==> src/hdl/sgv_pkg.sv <==
// Shared types, constants and tables of the sphere grid vertex generator.
// Used by every module of the block; depends on nothing.
package sgv_pkg;

    localparam int STEP_BITS       = 8;
    localparam int COORD_FRAC_BITS = 15;
    localparam int INDEX_BITS      = 16;
    localparam int COORD_BITS      = 16;

    localparam int CFG_ADDR_BITS = 2;
    localparam logic [CFG_ADDR_BITS-1:0] CFG_LAT_CELLS = 2'd0;
    localparam logic [CFG_ADDR_BITS-1:0] CFG_LON_CELLS = 2'd1;
    localparam logic [STEP_BITS-1:0] LAT_CELLS_RESET = STEP_BITS'(16);
    localparam logic [STEP_BITS-1:0] LON_CELLS_RESET = STEP_BITS'(16);

    // Phase arithmetic: one full turn is 2^PHASE_BITS.
    localparam int PHASE_BITS     = 32;
    localparam int QUOT_BITS      = PHASE_BITS + 1;
    localparam int REM_BITS       = STEP_BITS + 1;
    localparam int DIV_STAGES     = 8;
    localparam int DIV_BITS_STAGE = PHASE_BITS / DIV_STAGES;
    localparam logic [PHASE_BITS-1:0] HALF_TURN    = 32'h8000_0000;
    localparam logic [PHASE_BITS-1:0] QUARTER_TURN = 32'h4000_0000;

    localparam int CORDIC_STAGES = 16;
    localparam int CW            = 34;
    localparam int SAMPLE_BITS   = 32;
    localparam int PROD_BITS     = 2 * SAMPLE_BITS;
    localparam logic signed [CW-1:0] GAIN_Q30 = 34'sd652032874;

    localparam logic [PHASE_BITS-1:0] ATAN_TURNS [CORDIC_STAGES] = '{
        32'h20000000, 32'h12E4051E, 32'h09FB385B, 32'h051111D4,
        32'h028B0D43, 32'h0145D7E1, 32'h00A2F61E, 32'h00517C55,
        32'h0028BE53, 32'h00145F2F, 32'h000A2F98, 32'h000517CC,
        32'h00028BE6, 32'h000145F3, 32'h0000A2FA, 32'h0000517D
    };

    localparam int SHIFT_PROD   = 61 - COORD_FRAC_BITS;
    localparam int SHIFT_SAMPLE = 31 - COORD_FRAC_BITS;

    localparam int LATENCY = DIV_STAGES + CORDIC_STAGES + 2;

    localparam int MID_DEPTH = 4;
    localparam int OUT_DEPTH = 4;
    localparam int PTR_BITS  = 2;
    localparam int CNT_BITS  = 3;

    typedef logic [STEP_BITS-1:0] step_t;

    typedef struct packed {
        step_t lat_cells;
        step_t lon_cells;
    } cfg_t;

    typedef struct packed {
        step_t                  lat;
        step_t                  lon;
        logic                   err;
        logic [INDEX_BITS-1:0]  index;
    } item_t;

    typedef struct packed {
        logic [INDEX_BITS-1:0]         index;
        logic signed [COORD_BITS-1:0]  x;
        logic signed [COORD_BITS-1:0]  y;
        logic signed [COORD_BITS-1:0]  z;
        logic                          err;
    } result_t;

endpackage

==> src/hdl/sgv_front.sv <==
// Front end: accepts grid points, checks them against the cell counts and
// works out the vertex index, then queues them for the back end. Uses sgv_pkg.
module sgv_front (
    input  logic           clk,
    input  logic           rst_n,
    input  sgv_pkg::cfg_t  cfg,
    input  logic           push,
    output logic           full,
    input  sgv_pkg::step_t lat_step,
    input  sgv_pkg::step_t lon_step,
    input  logic           take,
    output logic           avail,
    output sgv_pkg::item_t item
);
    import sgv_pkg::*;

    localparam int IDX_W = 2 * STEP_BITS + 2;

    item_t               mem_reg [MID_DEPTH];
    logic [PTR_BITS-1:0] wr_ptr_reg, wr_ptr_next;
    logic [PTR_BITS-1:0] rd_ptr_reg, rd_ptr_next;
    logic [CNT_BITS-1:0] count_reg, count_next;
    logic                do_push, do_pop;
    item_t               new_item;
    logic [IDX_W-1:0]    index_full;

    assign full    = (count_reg == CNT_BITS'(MID_DEPTH));
    assign avail   = (count_reg != '0);
    assign do_push = push && !full;
    assign do_pop  = take && avail;
    assign item    = mem_reg[rd_ptr_reg];

    always_comb
    begin
        index_full = IDX_W'(lat_step) * (IDX_W'(cfg.lon_cells) + IDX_W'(1))
                     + IDX_W'(lon_step);
        new_item.lat   = lat_step;
        new_item.lon   = lon_step;
        // A zero cell count turns every point into an error.
        new_item.err   = (cfg.lat_cells == '0) || (cfg.lon_cells == '0) ||
                         (lat_step > cfg.lat_cells) || (lon_step > cfg.lon_cells);
        new_item.index = index_full[INDEX_BITS-1:0];
    end

    always_comb
    begin
        wr_ptr_next = do_push ? wr_ptr_reg + PTR_BITS'(1) : wr_ptr_reg;
        rd_ptr_next = do_pop  ? rd_ptr_reg + PTR_BITS'(1) : rd_ptr_reg;
        count_next  = count_reg + CNT_BITS'(do_push) - CNT_BITS'(do_pop);
    end

    always_ff @(posedge clk or negedge rst_n)
    begin
        if (!rst_n)
        begin
            wr_ptr_reg <= '0;
            rd_ptr_reg <= '0;
            count_reg  <= '0;
        end
        else
        begin
            wr_ptr_reg <= wr_ptr_next;
            rd_ptr_reg <= rd_ptr_next;
            count_reg  <= count_next;
        end
    end

    always_ff @(posedge clk)
    begin
        if (do_push)
        begin
            mem_reg[wr_ptr_reg] <= new_item;
        end
    end

endmodule

==> config.mk <==
export PLATFORM = sky130hd
export DESIGN_NAME = sgv_front
export DESIGN_NICKNAME = d
export VERILOG_FILES = /design/src/hdl/sgv_pkg.sv /design/src/hdl/sgv_front.sv
export SDC_FILE = /design/constraint.sdc
export NUM_CORES = 1
export LEC_CHECK = 0
export BUFFER_PORTS_ARGS = -buffer_cell sky130_fd_sc_hd__buf_2
export CORE_ASPECT_RATIO = 0.9
export CORE_MARGIN = 2
export CORE_UTILIZATION = 40
export DETAILED_ROUTE_END_ITERATION = 12
export PLACE_DENSITY_LB_ADDON = 0.08
export SKIP_CTS_REPAIR_TIMING = 1
export SYNTH_ARGS = -nofsm -noshare
export SYNTH_HDL_FRONTEND = slang
export SYNTH_SLANG_ARGS = --single-unit
==> constraint.sdc <==
create_clock -name clk -period 4.95 [get_ports clk]
set_input_delay 0.495 -clock clk [delete_from_list [all_inputs] [get_ports clk]]
set_output_delay 0.495 -clock clk [all_outputs]
set_load 0.005 [all_outputs]
* After elaboration in Yosys (flattened, before gate mapping)
Memories as Yosys holds them, arrays and structs flattened.
Cells that the tools add are included.
Widths: inputs -> output; s select.
** Word-level totals
- Memories :: 1
- Word-level logic and storage cells :: 25
- Input bits :: 36
- Bits in writable memories :: 132
- Flip-flop bits (word level) :: 7
** Memories
- mem_reg :: depth 4, width 33, rd ports 1, clocked after memory_dff 0, write ports 1, RTL line sgv_front.sv:19 : item_t mem_reg [MID_DEPTH];
** Operators by class
- $mul :: 1
- Multiplexer cells :: 2
- Equality and inequality tests :: 1
- $lt $le $gt $ge :: 2
- Reduce and logical (&&, ||, !) cells :: 9
- $add $sub $neg :: 6
** Operators by type and width (number)
- $add 16x8->16 :: 1
- $gt 8x8->1 :: 2
- $logic_not 8->1 :: 2
- $mul 8x9->16 :: 1
- $add 8x1->9 const B :: 1
- $add 2x1->2 const B :: 2
- $add 3x1->3 :: 1
- $eq 3x3->1 const B :: 1
- $logic_or 1x1->1 :: 3
- $reduce_bool 3->1 :: 1
- $sub 3x1->3 :: 1
- $logic_and 1x1->1 :: 2
- $mux 1 :: 2
- $logic_not 1->1 :: 1

* Depth between registers and ports, before layout
- Depth in word-level cells :: 5
- Gate-level depth with buffers :: 19

* Worst setup path after synthesis
OpenSTA, ideal clock, no wires.
- Path kind :: input to register
- Start point :: input cfg[0] (netlist name)
- End point :: memory mem_reg[0][15] (netlist name), data pin
- Slack :: -38 ps
- Path buffers :: 0
- Stages on the path :: 16
- Arrival :: 4715 ps
- Setup time :: 274 ps
- Cells stage by stage :: ha_1 > nand2_1 > nor2_1 > xnor2_1 > and2_1 > fa_1 > fa_1 > fa_1 > inv_1 > fa_1 > inv_1 > ha_1 > or4_1 > o22ai_1 > o21ai_0 > xnor2_1
** On the way
- Word-level cells in the longest chain between the ends :: 3
** Ends and longest elaborated chain
- start, declared :: RTL line sgv_front.sv:6 : input sgv_pkg::cfg_t cfg,
- $add 8x1->9 :: RTL line sgv_front.sv:35 : index_full = IDX_W'(lat_step) * (IDX_W'(cfg.lon_cells) + IDX_W'(1))
- $mul 8x9->16 :: RTL line sgv_front.sv:35
- $add 16x8->16 :: RTL line sgv_front.sv:36 : + IDX_W'(lon_step);
- net index_full[15] :: RTL line sgv_front.sv:25 : logic [IDX_W-1:0] index_full;
- end, declared :: RTL line sgv_front.sv:19
The timed path passes the listed nets, and every way through them passes these cells.

* Final worst setup path
- Start point :: input cfg[2] (netlist name)
- End point :: memory mem_reg[0][13] (netlist name), data pin
Same word-level chain as after synthesis.

==> results.toml <==
[clock_tree]
tritoncts = "done"
cts_buffer_depth = 2
cts_buffers = 17
htree_levels = 4
root_buffer = "clkbuf_16"
clock_latency_ps = 430
cts_sinks = 139
clkTransAtPathRegs_ps = 60

[floorplanning]
die_h_um = 140
boundaryPins = 71
core_area_um2 = 20100
die_area_um2 = 21800
die_w_um = 155
start_util = 0.410
row_count = 49

[critical_path]
rr_startpoint = "count_reg[2]"
reg2reg_depth = 10
worstPathRequired_ps = 5230
worst-path-max-fanout = 4
cp-start-kind = "input port"
regToRegEndpoint = "count_reg[2]"
crit_arrival_ps = 4990
reg2reg_slack_ps = 2600
worstSetupPathType = "input port to flop"
cp-end-kind = "flop"

[synthesis]
yosysSeqAreaShare = 0.502
syn_inst = 590
async_flop_share = 0.0504
synth_seq_cells = 139
yosys.cell_types.count = 40
yosysTopAreaCellShare = 0.481
synth_top_area_cell = "edfxtp_1"
syn_nets = 736
synth_compound_area_frac = 0.0378
synthMuxAreaShare = 0.0902
synthXorXnorAreaFrac = 0.0244
synth-adder-area-share = 0.213
ys.flop_type = "edfxtp_1"
synth-simple-area-share = 0.0806
synth_edf_count = 132
yosys-top-cells-area = "edfxtp_1 (48%), fa_1 (12%), ha_1 (9.1%), mux4_2 (9.0%), inv_1 (4.6%)"
synth_warnings = 0
mappedNetlistArea_um2 = 8240
syn_area_per_cell_um2 = 14.0
synth_top_family_by_area = "adder cells"

[worst_hold_path]
min_to = "mem_reg[0][23]"
hp-start = "lon_step[6]"
hold_depth = 1
hold_path.class = "input port to flop"

[sta]
post-route-period-util = 0.950
tightestPinTransition_ps = 696
fmax_mhz = 213
setup_violations = 0
post-route-min-period_ps = 4700
clock_skew_ps = 12.8
hold_slack_ps = 330
finalSetupTns_ps = 0
rsz0062_at_grt = "no"
finalMaxSlewViolations = 0
hold_viol = 0
final.setup.worst_slack_ps = 247
slew_headroom = 0.536

[route]
drc_errors = 0
firstDrtPassIters = 4
via_count = 5032
final_antenna_net_count = 0
drt_iter0_markers = 255
drt-wirelength-per-cell_um = 17.0
routed_wl_um = 17000
avgViaCountPerCell = 5.02

[layout]
syn_to_final_growth_pct = 22.7
most-common-layout-cells = "edfxtp_1 (132), inv_1 (101), buf_2 (70)"
drive_gt1_frac = 0.291
final_cells = 1003
fillers = 1782
fin_nets = 881
final_common_cell = "edfxtp_1"
largest_register_ffs = 132
antennaDiodeCount = 0
final_util = 0.503

[grt]
grt_pass1_wl_um = 27900
antenna_found_initial = 0
grt_usage = 0.170
grt_max_degree = 35
overflow = 0
grt_pass1_vias = 5223

[job]
drv_cap = 0

[placement]
routabilityCongestion = 0.826
dp.cells = 968
dp_hpwl_um = 12300
pre_cts_ws_ps = -435
io_buffer_count = 70

[power_and_ir_drop]
peakVddDrop_mv = 0.296
p_leak_nw = 4.29
p_per_area_nw_per_um2 = 596

[outcome]
status = "complete, no violations"
[power breakdown]
group | switching, mW | internal [mW] | leakage [nW]
clock network | 0.482 | 0.872 | 0.297
registers | 0.123 | 1.89 | 1.29
logic | 1.35 | 1.31 | 2.70
[logic make-up (layout without fill, tap and decap cells)]
logic type,after synthesis,count (layout)
AO/OA/AOI/OAI,48,48
XOR/XNOR,23,23
adder cells (fa/ha/maj),110,110
buffers and inverters,113,271
flip-flops,139,139
multiplexers,33,33
AND/OR/NAND/NOR,124,124
[area by class of cell]
class                      instances  area [um^2]  area share
timing repair buffer             138          863      0.0854
multi-input combinational        338         3780       0.374
clock inverter                    10          165      0.0163
tap                              255          319      0.0316
clock buffer                      22          464      0.0459
sequential                       139         4140       0.409
inverter                         101          379      0.0375
[through the flow]
step	power, mW	cell area [um^2]
6_report	6.03	10100
5_1_grt	6.49	10100
2_1_floorplan	3.68	8250
3_3_place_gp	4.64	9360
4_1_cts	6.06	9990
3_5_place_dp	4.68	9360
[worst max path at each step]
stage                       from        endpoint  slack (ps)  depth (start not counted)
after detailed placement  cfg[2]  mem_reg[0][10]        -440                         19
after CTS                 cfg[2]  mem_reg[0][10]           5                         19
after floorplan           cfg[0]  mem_reg[0][15]          50                         15
after global placement    cfg[0]  mem_reg[0][15]        -390                         17
after global routing      cfg[0]  mem_reg[3][12]          20                         20
final                     cfg[2]  mem_reg[0][13]         250                         20
[worst max-delay path, cell delays in order]
cell and delay, ps:
buf_2 120, buf_4 120, nand3_1 170, xnor2_4 210, buf_4 160, nand2_1 70
fa_1 520, fa_1 490, inv_1 50, fa_1 520, inv_1 50, fa_1 530
inv_1 40, ha_1 310, o21a_1 130, o31a_1 190, o22ai_2 110, buf_4 150
or4_1 410, nand3_2 110
[cell usage after synthesis (all sizes together) (3+ instances only)]
| library cell | count |
|---|---|
| or3 | 3 |
| mux4 | 33 |
| a21oi | 17 |
| nand2 | 37 |
| o21a | 6 |
| clkbuf | 8 |
| nor2b | 9 |
| nor2 | 6 |
| inv | 101 |
| o21ai | 9 |
| ha | 60 |
| nor4 | 5 |
| edfxtp | 132 |
| fa | 50 |
| xnor2 | 20 |
| xor2 | 3 |
| nand4 | 4 |
| o21bai | 3 |
| buf | 4 |
| nor3 | 5 |
| nand3 | 9 |
| dfrtp | 7 |
| and2 | 40 |
[layer usage]
layer / global-route usage / wire length, um / vias up
met5: 0 / 0 / -
met4: 0.0555 / 284 / 0
met3: 0.0365 / 650 / 17
met2: 0.275 / 8270 / 91
met1: 0.230 / 7830 / 2562
li1: - / - / 2362
Power figures use the tool's default switching activity.
